**config.mk**
```make
export PLATFORM = sky130hd
export DESIGN_NAME = drive_power_state_machine
export DESIGN_NICKNAME = d
export VERILOG_FILES = /design/src/hw/rtl/dpsm_pkg.sv /design/src/hw/rtl/drive_power_state_machine.sv
export SDC_FILE = /design/constraint.sdc
export NUM_CORES = 1
export LEC_CHECK = 0
export ABC_CLOCK_PERIOD_IN_PS = 3100
export BUFFER_PORTS_ARGS = -buffer_cell sky130_fd_sc_hd__buf_2
export CAP_MARGIN = 40
export CORE_MARGIN = 3
export CORE_UTILIZATION = 59
export DETAILED_ROUTE_END_ITERATION = 10
export GPL_TIMING_DRIVEN = 0
export MAX_ROUTING_LAYER = met4
export PLACE_DENSITY_LB_ADDON = 0.25
export SYNTH_ARGS = -nofsm -noshare
export SYNTH_HDL_FRONTEND = slang
export SYNTH_SLANG_ARGS = --single-unit
```
**constraint.sdc**
```tcl
create_clock -name clk -period 3.1 [get_ports clk]
set_input_delay 0.62 -clock clk [delete_from_list [all_inputs] [get_ports clk]]
set_output_delay 0.62 -clock clk [all_outputs]
set_load 0.02 [all_outputs]
```
**src/hw/rtl/dpsm_pkg.sv**
```systemverilog
`default_nettype none

package dpsm_pkg;

  typedef enum logic [2:0] {
    ST_NOT_READY   = 3'd0,
    ST_DISABLED    = 3'd1,
    ST_READY       = 3'd2,
    ST_ON          = 3'd3,
    ST_OPEN        = 3'd4,
    ST_QSTOP       = 3'd5,
    ST_FAULT_REACT = 3'd6,
    ST_FAULT       = 3'd7
  } state_t;

  typedef enum logic {
    REQ_CONTROL = 1'b0,
    REQ_TARGET  = 1'b1
  } req_t;

  // controlword bit positions
  localparam int unsigned CW_SO   = 0;
  localparam int unsigned CW_EV   = 1;
  localparam int unsigned CW_QS   = 2;
  localparam int unsigned CW_EO   = 3;
  localparam int unsigned CW_NSP  = 4;
  localparam int unsigned CW_REL  = 6;
  localparam int unsigned CW_FR   = 7;
  localparam int unsigned CW_HALT = 8;

  // statusword masks
  localparam logic [15:0] SW_RTSO  = 16'h0001;
  localparam logic [15:0] SW_SON   = 16'h0002;
  localparam logic [15:0] SW_OPEN  = 16'h0004;
  localparam logic [15:0] SW_FLT   = 16'h0008;
  localparam logic [15:0] SW_QS    = 16'h0020;
  localparam logic [15:0] SW_SOD   = 16'h0040;
  localparam logic [15:0] SW_TR    = 16'h0400;
  localparam logic [15:0] SW_OMS0  = 16'h1000;

  function automatic logic [15:0] set_clr(logic [15:0] sw, logic [15:0] setm,
                                          logic [15:0] clrm);
    return (sw | setm) & ~clrm;
  endfunction

endpackage

`default_nettype wire

```
**src/hw/rtl/drive_power_state_machine.sv**
```systemverilog
// A result item is valid in the cycle after its input item is accepted.
// Throughput: one item per cycle while no held result stalls the input;
// the drive state and result registers update together in the accepting cycle.
// Reset (rst, synchronous, active high): drive goes to not ready, statusword,
// mode, motion flags and last controlword clear, and the output is empty.
`default_nettype none

module drive_power_state_machine (
  input  wire logic        clk,
  input  wire logic        rst,
  input  wire logic        s_axis_tvalid,
  output logic             s_axis_tready,
  // [15:0] control_word, [23:16] op_mode, [24] reached, [31:25] zero
  input  wire logic [31:0] s_axis_tdata,
  // [0] req_type
  input  wire logic        s_axis_tuser,
  output logic             m_axis_tvalid,
  input  wire logic        m_axis_tready,
  // [15:0] status_word, [18:16] drive_state_out, [26:19] mode_display,
  // [27] relative_flag, [28] halt_flag, [29] new_setpoint_flag, [31:30] zero
  output logic [31:0]      m_axis_tdata
);

  dpsm_pkg::state_t state, state_next;
  logic [15:0] last_control, last_control_next;
  logic [15:0] status_reg, status_reg_next;
  logic [7:0]  mode_reg, mode_reg_next;
  logic [2:0]  motion_flags, motion_flags_next;

  logic        accept;
  logic [15:0] cw;
  logic [7:0]  op_mode;
  logic        reached;
  dpsm_pkg::req_t req;

  logic fr0, ev, qs, so, eo;
  logic c_shutdown, c_disable, c_switch_on, c_enable, c_qstop, c_reset;

  assign s_axis_tready = !m_axis_tvalid || m_axis_tready;
  assign accept        = s_axis_tvalid && s_axis_tready;
  assign cw            = s_axis_tdata[15:0];
  assign op_mode       = s_axis_tdata[23:16];
  assign reached       = s_axis_tdata[24];
  assign req           = dpsm_pkg::req_t'(s_axis_tuser);

  assign fr0 = !cw[dpsm_pkg::CW_FR];
  assign ev  = cw[dpsm_pkg::CW_EV];
  assign qs  = cw[dpsm_pkg::CW_QS];
  assign so  = cw[dpsm_pkg::CW_SO];
  assign eo  = cw[dpsm_pkg::CW_EO];

  assign c_shutdown  = fr0 && qs && ev && !so;
  assign c_disable   = fr0 && !ev;
  assign c_switch_on = fr0 && !eo && qs && ev && so;
  assign c_enable    = fr0 && eo && qs && ev && so;
  assign c_qstop     = fr0 && !qs && ev;
  assign c_reset     = !fr0;

  // target statusword values for each move
  logic [15:0] sw_disabled, sw_ready, sw_on, sw_open, sw_qstop;

  assign sw_disabled = dpsm_pkg::set_clr(status_reg, dpsm_pkg::SW_SOD,
                         dpsm_pkg::SW_RTSO | dpsm_pkg::SW_SON | dpsm_pkg::SW_OPEN |
                         dpsm_pkg::SW_FLT);
  assign sw_ready    = dpsm_pkg::set_clr(status_reg, dpsm_pkg::SW_RTSO | dpsm_pkg::SW_QS,
                         dpsm_pkg::SW_SON | dpsm_pkg::SW_OPEN | dpsm_pkg::SW_FLT |
                         dpsm_pkg::SW_SOD);
  assign sw_on       = dpsm_pkg::set_clr(status_reg,
                         dpsm_pkg::SW_RTSO | dpsm_pkg::SW_SON | dpsm_pkg::SW_QS,
                         dpsm_pkg::SW_OPEN | dpsm_pkg::SW_FLT | dpsm_pkg::SW_SOD);
  assign sw_open     = dpsm_pkg::set_clr(status_reg,
                         dpsm_pkg::SW_RTSO | dpsm_pkg::SW_SON | dpsm_pkg::SW_OPEN |
                         dpsm_pkg::SW_QS,
                         dpsm_pkg::SW_SOD | dpsm_pkg::SW_FLT);
  assign sw_qstop    = dpsm_pkg::set_clr(status_reg,
                         dpsm_pkg::SW_RTSO | dpsm_pkg::SW_SON | dpsm_pkg::SW_OPEN,
                         dpsm_pkg::SW_QS | dpsm_pkg::SW_SOD | dpsm_pkg::SW_FLT);

  always_comb begin
    state_next        = state;
    last_control_next = last_control;
    status_reg_next   = status_reg;
    mode_reg_next     = mode_reg;
    motion_flags_next = motion_flags;
    if (accept) begin
      unique case (req)
        dpsm_pkg::REQ_CONTROL: begin
          mode_reg_next = op_mode;
          if (cw != last_control) begin
            last_control_next = cw;
            // command decodes are mutually exclusive
            unique case (state)
              dpsm_pkg::ST_NOT_READY: begin
                state_next      = dpsm_pkg::ST_DISABLED;
                status_reg_next = sw_disabled;
              end
              dpsm_pkg::ST_DISABLED: begin
                if (c_shutdown) begin
                  state_next      = dpsm_pkg::ST_READY;
                  status_reg_next = sw_ready;
                end
              end
              dpsm_pkg::ST_READY: begin
                if (c_disable) begin
                  state_next      = dpsm_pkg::ST_DISABLED;
                  status_reg_next = sw_disabled;
                end else if (c_switch_on) begin
                  state_next      = dpsm_pkg::ST_ON;
                  status_reg_next = sw_on;
                end else if (c_reset) begin
                  state_next      = dpsm_pkg::ST_READY;
                  status_reg_next = sw_ready;
                end
              end
              dpsm_pkg::ST_ON: begin
                if (c_disable) begin
                  state_next      = dpsm_pkg::ST_DISABLED;
                  status_reg_next = sw_disabled;
                end else if (c_shutdown) begin
                  state_next      = dpsm_pkg::ST_READY;
                  status_reg_next = sw_ready;
                end else if (c_enable) begin
                  state_next      = dpsm_pkg::ST_OPEN;
                  status_reg_next = sw_open;
                end
              end
              dpsm_pkg::ST_OPEN: begin
                if (c_disable) begin
                  state_next      = dpsm_pkg::ST_DISABLED;
                  status_reg_next = sw_disabled;
                end else if (c_shutdown) begin
                  state_next      = dpsm_pkg::ST_READY;
                  status_reg_next = sw_ready;
                end else if (c_switch_on) begin
                  state_next      = dpsm_pkg::ST_ON;
                  status_reg_next = sw_on;
                end else if (c_qstop) begin
                  state_next      = dpsm_pkg::ST_QSTOP;
                  status_reg_next = sw_qstop;
                end
                motion_flags_next = {cw[dpsm_pkg::CW_NSP], cw[dpsm_pkg::CW_HALT],
                                     cw[dpsm_pkg::CW_REL]};
              end
              dpsm_pkg::ST_QSTOP: begin
                if (c_enable) begin
                  state_next      = dpsm_pkg::ST_OPEN;
                  status_reg_next = sw_open;
                end else if (c_disable) begin
                  state_next      = dpsm_pkg::ST_DISABLED;
                  status_reg_next = sw_disabled;
                end
              end
              default: begin
                // fault states only record the controlword
              end
            endcase
          end
        end
        dpsm_pkg::REQ_TARGET: begin
          if (reached && !status_reg[10]) begin
            status_reg_next = dpsm_pkg::set_clr(status_reg, dpsm_pkg::SW_TR,
                                                dpsm_pkg::SW_OMS0);
          end else if (!reached && status_reg[10]) begin
            status_reg_next = dpsm_pkg::set_clr(status_reg, dpsm_pkg::SW_OMS0,
                                                dpsm_pkg::SW_TR);
          end
        end
        default: begin
        end
      endcase
    end
  end

  always_ff @(posedge clk) begin
    if (rst) begin
      state         <= dpsm_pkg::ST_NOT_READY;
      last_control  <= 16'h0000;
      status_reg    <= 16'h0000;
      mode_reg      <= 8'h00;
      motion_flags  <= 3'b000;
      m_axis_tvalid <= 1'b0;
    end else begin
      state        <= state_next;
      last_control <= last_control_next;
      status_reg   <= status_reg_next;
      mode_reg     <= mode_reg_next;
      motion_flags <= motion_flags_next;
      if (accept) begin
        m_axis_tvalid <= 1'b1;
      end else if (m_axis_tready) begin
        m_axis_tvalid <= 1'b0;
      end
    end
  end

  always_ff @(posedge clk) begin
    if (accept) begin
      m_axis_tdata <= {2'b00, motion_flags_next, mode_reg_next,
                       3'(state_next), status_reg_next};
    end
  end

endmodule

`default_nettype wire

```
-- After elaboration in Yosys (flattened, before gate mapping)
Index checks and enable logic that the tools add are counted.
- logic and storage cells: 87
- output and inout port bits: 34
- input port bits: 37
- bits in registers: 77
- bitwise operators: 1
- equality and inequality tests: 6
- reductions and logical operators: 29
- mux-type cells: 44
- operators with widths (kind ; count):
    7-bit 2-to-1 mux ; 14
    3-bit 2-to-1 mux ; 20
    7-bit case mux with 6 select lines ; 1
    16-bit case mux with 2 select lines ; 1
    13-bit 2-to-1 mux ; 2
    3-bit case mux with 6 select lines ; 1
    1-bit logical AND ; 17
    16-bit 2-to-1 mux ; 1
    8-bit 2-to-1 mux ; 2
    16-bit != test ; 1
    1-bit logical NOT ; 8
    3-bit by 2-bit == test with 1-bit output (second input constant) ; 2
    3-bit == test (second input constant) ; 2
    3-bit by 1-bit == test with 1-bit output (second input constant) ; 1
    3-bit logical NOT ; 1
    3-bit AND reduction ; 1
    1-bit 2-to-1 mux ; 2
    2-bit nonzero test ; 1
    1-bit logical OR ; 1
    1-bit NOT ; 1

-- Depth between registers and ports, before layout
Gate-level depths: netlist (run 1).
- depth after elaboration: 12
- mapped depth: 8
- mapped depth without buffers: 5

-- Least setup slack after synthesis (run 1)
No wires, ideal clock.
- path kind: in2reg
- start point: in m_axis_tready
- end point: reg state[1]
- library setup time: 0.086 ns
- stages: 6
- data arrival time: 2.426 ns
- path buffers: 1
- path slack: 0.589 ns
- data required time: 3.014 ns
- path through: nand2b_1 -> and2_1 -> and2b_1 -> clkbuf_1 -> a31oi_1 -> a211oi_1
- word-level cells in the longest chain between the ends: 3
- ends and longest elaborated chain (item ; RTL line ; text):
    from (decl) ; drive_power_state_machine.sv:18 ; input wire logic m_axis_tready,
    1-bit logical OR ; drive_power_state_machine.sv:39 ; assign s_axis_tready = !m_axis_tvalid || m_axis_tready;
    1-bit logical AND ; drive_power_state_machine.sv:40 ; assign accept = s_axis_tvalid && s_axis_tready;
    named net accept ; drive_power_state_machine.sv:30 ; logic accept;
    3-bit 2-to-1 mux ; drive_power_state_machine.sv:85 ; if (accept) begin
    to (signal assigned) ; drive_power_state_machine.sv:176 ; state <= dpsm_pkg::ST_NOT_READY;
    to (signal assigned) ; drive_power_state_machine.sv:183 ; state <= state_next;
    to (decl) ; drive_power_state_machine.sv:24 ; dpsm_pkg::state_t state, state_next;
The timed path passes the listed nets, and every way through them passes these cells.
A chain may end at the register's enable or synchronous reset.

-- Worst setup path in the final report (run 1)
- start point: in m_axis_tready
- end point: reg m_axis_tdata[17], data pin
- word-level cells in the longest chain between the ends: 3
- ends and longest elaborated chain (item ; RTL line ; text):
    1-bit logical OR ; drive_power_state_machine.sv:39 ;
    1-bit logical AND ; drive_power_state_machine.sv:40 ;
    named net accept ; drive_power_state_machine.sv:30 ;
    3-bit 2-to-1 mux ; drive_power_state_machine.sv:85 ;
    named net state_next[1] ; drive_power_state_machine.sv:24 ;
    to (signal assigned) ; drive_power_state_machine.sv:198 ; m_axis_tdata <= {2'b00, motion_flags_next, mode_reg_next,
    to (decl) ; drive_power_state_machine.sv:21 ; output logic [31:0] m_axis_tdata
The timed path passes the listed nets, and every way through them passes these cells.

==> reports/metrics.csv, run 1 <==
stage,metric,value,unit
cts,root_buffer,clkbuf_8,
logic_synthesis,synth_area_per_cell,9.37,sq um
routing,wirelength,8.63,mm
cts,clk_latency,0.34,ns
cts,postCtsSetupBuffers,0,
power_and_ir_drop,p_leak,1.60,nW
power_and_ir_drop,pwr-share-comb,0.138,
placement,port_buffers,51,
global_route,antenna_found_initial,0,
power_and_ir_drop,peakVddDrop,361,uV
floorplanning,coreArea,5200,sq um
cells_and_area,final_nets,455,
routing,drt_iter0_drc,260,
global_route,grt_first_pass_wirelength,13.6,mm
worst_setup_path,crit_required,3.28,ns
floorplanning,io_pins,71,
status,status,completed,
worst_setup_path,cp_max_fo,10,
power_and_ir_drop,p_per_area,503,nW/um^2
logic_synthesis,async_reset_ff_frac,0,
logic_synthesis,ys_types,64,
power_and_ir_drop,seqPwrFrac,0.459,
logic_synthesis,synthCells,346,
worst_setup_path,critPathLaunchType,input port,
sta,period_minus_slack,2.35,ns
worst_setup_path,r2r-end,m_axis_tdata[17],
floorplanning,rows,26,
logic_synthesis,ys.flop_type,dfxtp_1,
cts,clock_sinks,61,
global_route,gr-total-overflow,0,
worst_setup_path,r2r_cells,6,
global_route,grt_pass1_vias,2734,
cts,clkTransAtPathRegs,0.06,ns
cts,ctsResizeCount,0,
routing,dr.pass1.iters,5,
placement,placed_cell_area,3630,sq um
cts,cts_buffers,9,
power_and_ir_drop,p_sw_frac,0.264,
min_path,min_delay_path_depth,2,
min_path,hold_class,register to register,
floorplanning,die_w,80.1,um
sta,slew_headroom,0.598,
power_and_ir_drop,p_clk_frac,0.403,
cts,cts_max_path_buffers,2,
cells_and_area,largest_register,m_axis_tdata,
logic_synthesis,seq_area_frac_synth,0.444,
cells_and_area,layout-drive-gt1-share,0.265,
cells_and_area,antennaDiodeCount,0,
cells_and_area,reg.largest.list,"m_axis_tdata (22), last_control (16)",
logic_synthesis,synth_area,3240,sq um
worst_setup_path,cp-end-kind,register,
sta,worst_pin_slew,0.604,ns
logic_synthesis,ys_seq_elements,61,
sta,min_period_over_period,0.758,
routing,viasPerCell,5.98,
worst_setup_path,critPathArrivalTime,2.53,ns
cells_and_area,layout_commonest_cell,buf_2,
routing,ant_nets,0,
cells_and_area,fin_area,3860,sq um
logic_synthesis,synth_warnings,0,
routing,drc,0,
cts,cts_tree,built,
flow_run,cap_violations,0,
worst_setup_path,crit_type,input port to register,
logic_synthesis,synth-edff-count,22,
placement,dp_hpwl,6.14,mm
sta,setup_viol,0,
sta,finalSetupTns,0,ns
global_route,grt_start_max_net_pins,16,
floorplanning,die_h,80.1,um
cts,h-tree-depth,3,
floorplanning,initial_core_util,0.623,
sta,fmax,426,MHz
power_and_ir_drop,net-switching-power,0.511,mW
cells_and_area,mostFrequentLayoutCells,"63 x buf_2, 39 x dfxtp_1, 37 x a21oi_1",
power_and_ir_drop,p_int,1.43,mW
cells_and_area,largest_reg_flops,22,
cells_and_area,synthToLayoutAreaGrowth,18.9,%
placement,gp_congestion,0.991,
floorplanning,dieArea,6420,sq um
sta,finalHoldViolCount,0,
worst_setup_path,timing.critical_path.to,m_axis_tdata[17],
sta,clock_skew,0.00998,ns
routing,dr_total_vias,2949,
worst_setup_path,rrSetupSlack,0.82,ns
routing,wl_per_cell,17.5,um
worst_setup_path,timing.rr.start,m_axis_tvalid,
global_route,track_usage,0.287,
sta,rsz0062_at_grt,false,
worst_setup_path,worstSetupStartpoint,m_axis_tready,
sta,finalMaxSlewViolations,0,
cts,cts_hold_buf,0,
## per-layer routing
metal / GRT usage / vias to the layer above / part of all wire
li1: - / 1403 / -
met1: 0.363 / 1427 / 0.44
met2: 0.467 / 107 / 0.49
met3: 0.0538 / 12 / 0.063
met4: 0.0929 / 0 / 0.0093
met5: - / - / 0
## stage by stage
stage / power [mW] / cells / setup WS, ns / util / hold WS [ns]
floorplan: 1.08 / 355 / 0.589 / - / 0.408
global placement: 1.16 / 476 / -0.0208 / 0.695 / 0.416
detailed placement: 1.17 / 477 / 0.411 / 0.698 / 0.439
CTS: 1.94 / 493 / 0.756 / 0.741 / 0.449
global route: 2.01 / 493 / 0.592 / 0.741 / 0.481
finish: 1.94 / 493 / 0.750 / 0.741 / 0.446
## logic make-up after synthesis
group                     count (synthesis)  share of synthesized area
DFF                                      61                      0.444
AOI/OAI and AO/OA                       110                      0.213
and+or+nand+nor                         101                      0.183
muxes                                     9                     0.0309
buffers and inverters                    46                     0.0787
xor gates and xnor gates                 18                     0.0486
other                                     1                    0.00116
## Yosys cell counts, types with 4 or more instances
master / instances / area, sq um
clkbuf_1: 10 / 37.5
nand2_1: 16 / 60.1
a211oi_1: 5 / 37.5
inv_1: 8 / 30.0
a31oi_1: 5 / 31.3
o32ai_1: 4 / 35.0
nand3_1: 22 / 110
nor4_1: 4 / 25.0
o21ai_0: 25 / 125
o31ai_1: 6 / 45.0
and2_1: 11 / 68.8
xor2_1: 17 / 149
buf_2: 12 / 60.1
nand2b_1: 4 / 25.0
mux2_2: 8 / 90.1
buf_4: 12 / 90.1
nor2_1: 14 / 52.6
nand4_1: 5 / 31.3
dfxtp_1: 39 / 781
edfxtp_1: 22 / 661
a21oi_1: 37 / 185
## power by group through the flow
stage | clock network, mW | registers [mW] | logic (mW)
floorplan | 0 | 0.931 | 0.151
global placement | 0 | 0.906 | 0.255
detailed placement | 0 | 0.907 | 0.263
CTS | 0.789 | 0.890 | 0.265
global route | 0.822 | 0.893 | 0.290
finish | 0.781 | 0.889 | 0.268
## layout make-up
class | instances | area, sq um
inverter | 8 | 30.0
buffer | 38 | 225
timing repair buffer | 52 | 270
fill | 399 | 1350
tap | 70 | 87.6
multi-input combinational | 248 | 1580
sequential | 61 | 1440
clock inverter | 7 | 97.6
clock buffer | 9 | 124
## critical path: stages
cell      delay (ns)
buf_2           0.07
nand2b_1        0.16
and2_1          0.49
and2b_1         0.32
clkbuf_1        0.50
a31oi_1         0.19
a21oi_1         0.17
## how the worst min path moves through the flow
stage | startpoint | to | slack [ns]
after global placement | status_reg[3] | status_reg[3] | 0.42
after floorplan | status_reg[3] | status_reg[3] | 0.41
after global routing | status_reg[3] | status_reg[3] | 0.48
after detailed placement | status_reg[3] | status_reg[3] | 0.44
final | status_reg[3] | status_reg[3] | 0.45
after CTS | status_reg[3] | status_reg[3] | 0.45
Note: power is estimated with default switching activity, not from simulation.
==> run 2, diff against run 1 <==
ABC_CLOCK_PERIOD_IN_PS = 2300   (was 3100)
CORE_UTILIZATION = 54   (was 59)
clock period = 2.3 ns   (was 3.1 ns; I/O delays follow)
==> reports/metrics.csv, run 2 (synthesis gave the netlist of run 1 again) <==
stage,metric,value,unit,change
status,status,completed,,
routing,ant_nets,0,,unchanged
power_and_ir_drop,peakVddDrop,466,uV,+29%
cells_and_area,final_nets,456,,+0.22%
placement,placed_cell_area,3620,sq um,-0.31%
floorplanning,die_h,83.5,um,+4.2%
worst_setup_path,crit_type,register to register,,
cells_and_area,mostFrequentLayoutCells,"63 x buf_2, 39 x dfxtp_1, 37 x a21oi_1",,
global_route,track_usage,0.254,,-0.0333
routing,viasPerCell,5.95,,-0.47%
worst_setup_path,critPathArrivalTime,2.22,ns,-0.31 ns
cts,root_buffer,clkbuf_8,,
global_route,antenna_found_initial,0,,unchanged
worst_setup_path,crit_chain,"nand2b_1, nand3b_1, buf_2, a21oi_1, nand2_1, o32ai_1",,
global_route,grt_pass1_vias,2790,,+2.0%
routing,wirelength,8.47,mm,-1.8%
cells_and_area,multiInputGateArea,1580,sq um,+0.16%
cells_and_area,regArea,1440,sq um,unchanged
floorplanning,coreArea,5640,sq um,+8.4%
worst_setup_path,crit_required,2.46,ns,-0.82 ns
routing,m1WireLength,3.61,mm,-4.6%
cts,clock_sinks,61,,unchanged
routing,top_layer_used,met4,,
cts,h-tree-depth,3,,unchanged
cells_and_area,reg.largest.list,"m_axis_tdata (22), last_control (16)",,
power_and_ir_drop,p_leak,1.59,nW,-0.57%
sta,setup_viol,0,,unchanged
sta,worst_pin_slew,0.582,ns,-0.0217 ns
sta,period_minus_slack,2.07,ns,
sta,finalHoldViolCount,0,,unchanged
cells_and_area,largest_reg_flops,22,,unchanged
sta,fmax,484,MHz,
cts,cts_max_path_buffers,2,,unchanged
global_route,gr-total-overflow,0,,unchanged
sta,rsz0062_at_grt,false,,
flow_run,cap_violations,0,,unchanged
placement,port_buffers,51,,unchanged
placement,gp_congestion,0.989,,-0.23%
cells_and_area,final_util,0.679,,-0.0618
sta,min_period_over_period,0.898,,
min_path,hold_class,input port to register,,
routing,met3WireLength,562,um,+3.7%
cts,clkTransAtPathRegs,0.07,ns,about the same
worst_setup_path,cp-end-kind,register,,
routing,drc,0,,unchanged
floorplanning,dieArea,6970,sq um,+8.5%
floorplanning,die_w,83.5,um,+4.2%
floorplanning,io_pins,71,,unchanged
worst_setup_path,critPathLaunchType,register,,
worst_setup_path,cpPeakStageDelay,0.46,ns,-0.04 ns
cts,clk_latency,0.34,ns,about the same
cells_and_area,layout-drive-gt1-share,0.267,,+0.00173
placement,dp_hpwl,6.05,mm,-1.4%
cells_and_area,antennaDiodeCount,0,,unchanged
sta,finalMaxSlewViolations,0,,unchanged
routing,drt_iter0_drc,303,,+17%
worst_setup_path,path_buf_inv,1,,-1
worst_setup_path,critPathTopFamily,compound AO/OA/AOI/OAI gates,,
routing,dr.pass1.iters,5,,unchanged
sta,slew_headroom,0.612,,+0.0145
cells_and_area,nFillCells,471,,+18%
cts,cts_buffers,9,,unchanged
worst_setup_path,cp_max_fo,10,,unchanged
cts,cts_tree,built,,
routing,dr_wl_met2,4.09,mm,-3.2%
power_and_ir_drop,p_per_area,643,nW/um^2,+28%
floorplanning,rows,27,,+3.8%
floorplanning,initial_core_util,0.575,,-0.0482
routing,wl_per_cell,17.1,um,-2.4%
cells_and_area,largest_register,m_axis_tdata,,
routing,dr_total_vias,2953,,+0.14%
worst_setup_path,slowest_stage,a21oi_1,,
global_route,grt_start_max_net_pins,25,,+9
cells_and_area,synthToLayoutAreaGrowth,18.1,%,
sta,clock_skew,0.00893,ns,-0.00105 ns
global_route,grt_first_pass_wirelength,13.9,mm,+2.5%
cells_and_area,fin_area,3830,sq um,-0.65%
cells_and_area,layout_commonest_cell,buf_2,,
-- run 2: cell count changes in the layout (fill, tap and decap cells not counted) --
cell	before	now
buf_8	1	0
clkinv_1	0	2
clkbuf_2	0	1
and2_1	11	10
buf_4	12	14
inv_6	1	0
bufinv_16	2	1
clkbuf_1	10	9
and2_4	0	1
-- run 2: repair_timing --
item / in CTS / in global routing
hold buffers: 0 / 0
buffers inserted: 0 / 2
endpoints found under the setup margin: 2 / 4
resized for setup: 1 / 2
pin swaps: 0 / 1
-- run 2: worst paths after layout --
path	from	end	slack (ns)	cells after the start
setup / recovery	m_axis_tvalid	m_axis_tdata[1]	0.23	6
hold / removal	s_axis_tdata[5]	last_control[5]	0.38	3
setup reg to reg	m_axis_tvalid	m_axis_tdata[1]	0.23	6
hold reg to reg	status_reg[3]	status_reg[3]	0.46	2
-- run 2: worst min-delay path: stages --
cell     delay, ns
buf_2         0.11
nand3_1       0.06
a21oi_1       0.05
-- run 2: metal layers --
metal / GRT usage / up-vias
met5: - / -
met4: 0.0863 / 0
met1: 0.312 / 1392
met2: 0.409 / 130
li1: - / 1409
met3: 0.0652 / 22
-- run 2: metrics by stage --
step                      power, mW  cells  TNS (ns)  setup WS [ns]  hold WS [ns]
after floorplan                1.46    355         0          0.198         0.408
after global placement         1.56    478     -1.20         -0.234         0.416
after detailed placement       1.57    478     -2.11         -0.274         0.434
after CTS                      2.47    494         0         0.0730         0.374
after global routing           2.56    496         0         0.0567         0.376
final                          2.46    496         0          0.235         0.380
-- run 2: power by group --
part / leakage (nW) / switching [mW] / internal (mW) / total, mW
Combinational: 0.963 / 0.221 / 0.134 / 0.354
Sequential: 0.540 / 0.0227 / 1.18 / 1.20
Clock: 0.0903 / 0.420 / 0.492 / 0.912
-- run 2: area by class of cell --
| class | count | share of cell area |
|---|---|---|
| clock buffers | 9 | 0.0323 |
| clock inverters | 7 | 0.0173 |
| inverters | 8 | 0.00784 |
| flip-flops and latches | 61 | 0.376 |
| repair buffers | 53 | 0.0705 |
| plain buffers | 38 | 0.0591 |
| well taps | 72 | 0.0235 |
| multi-input cells | 248 | 0.413 |
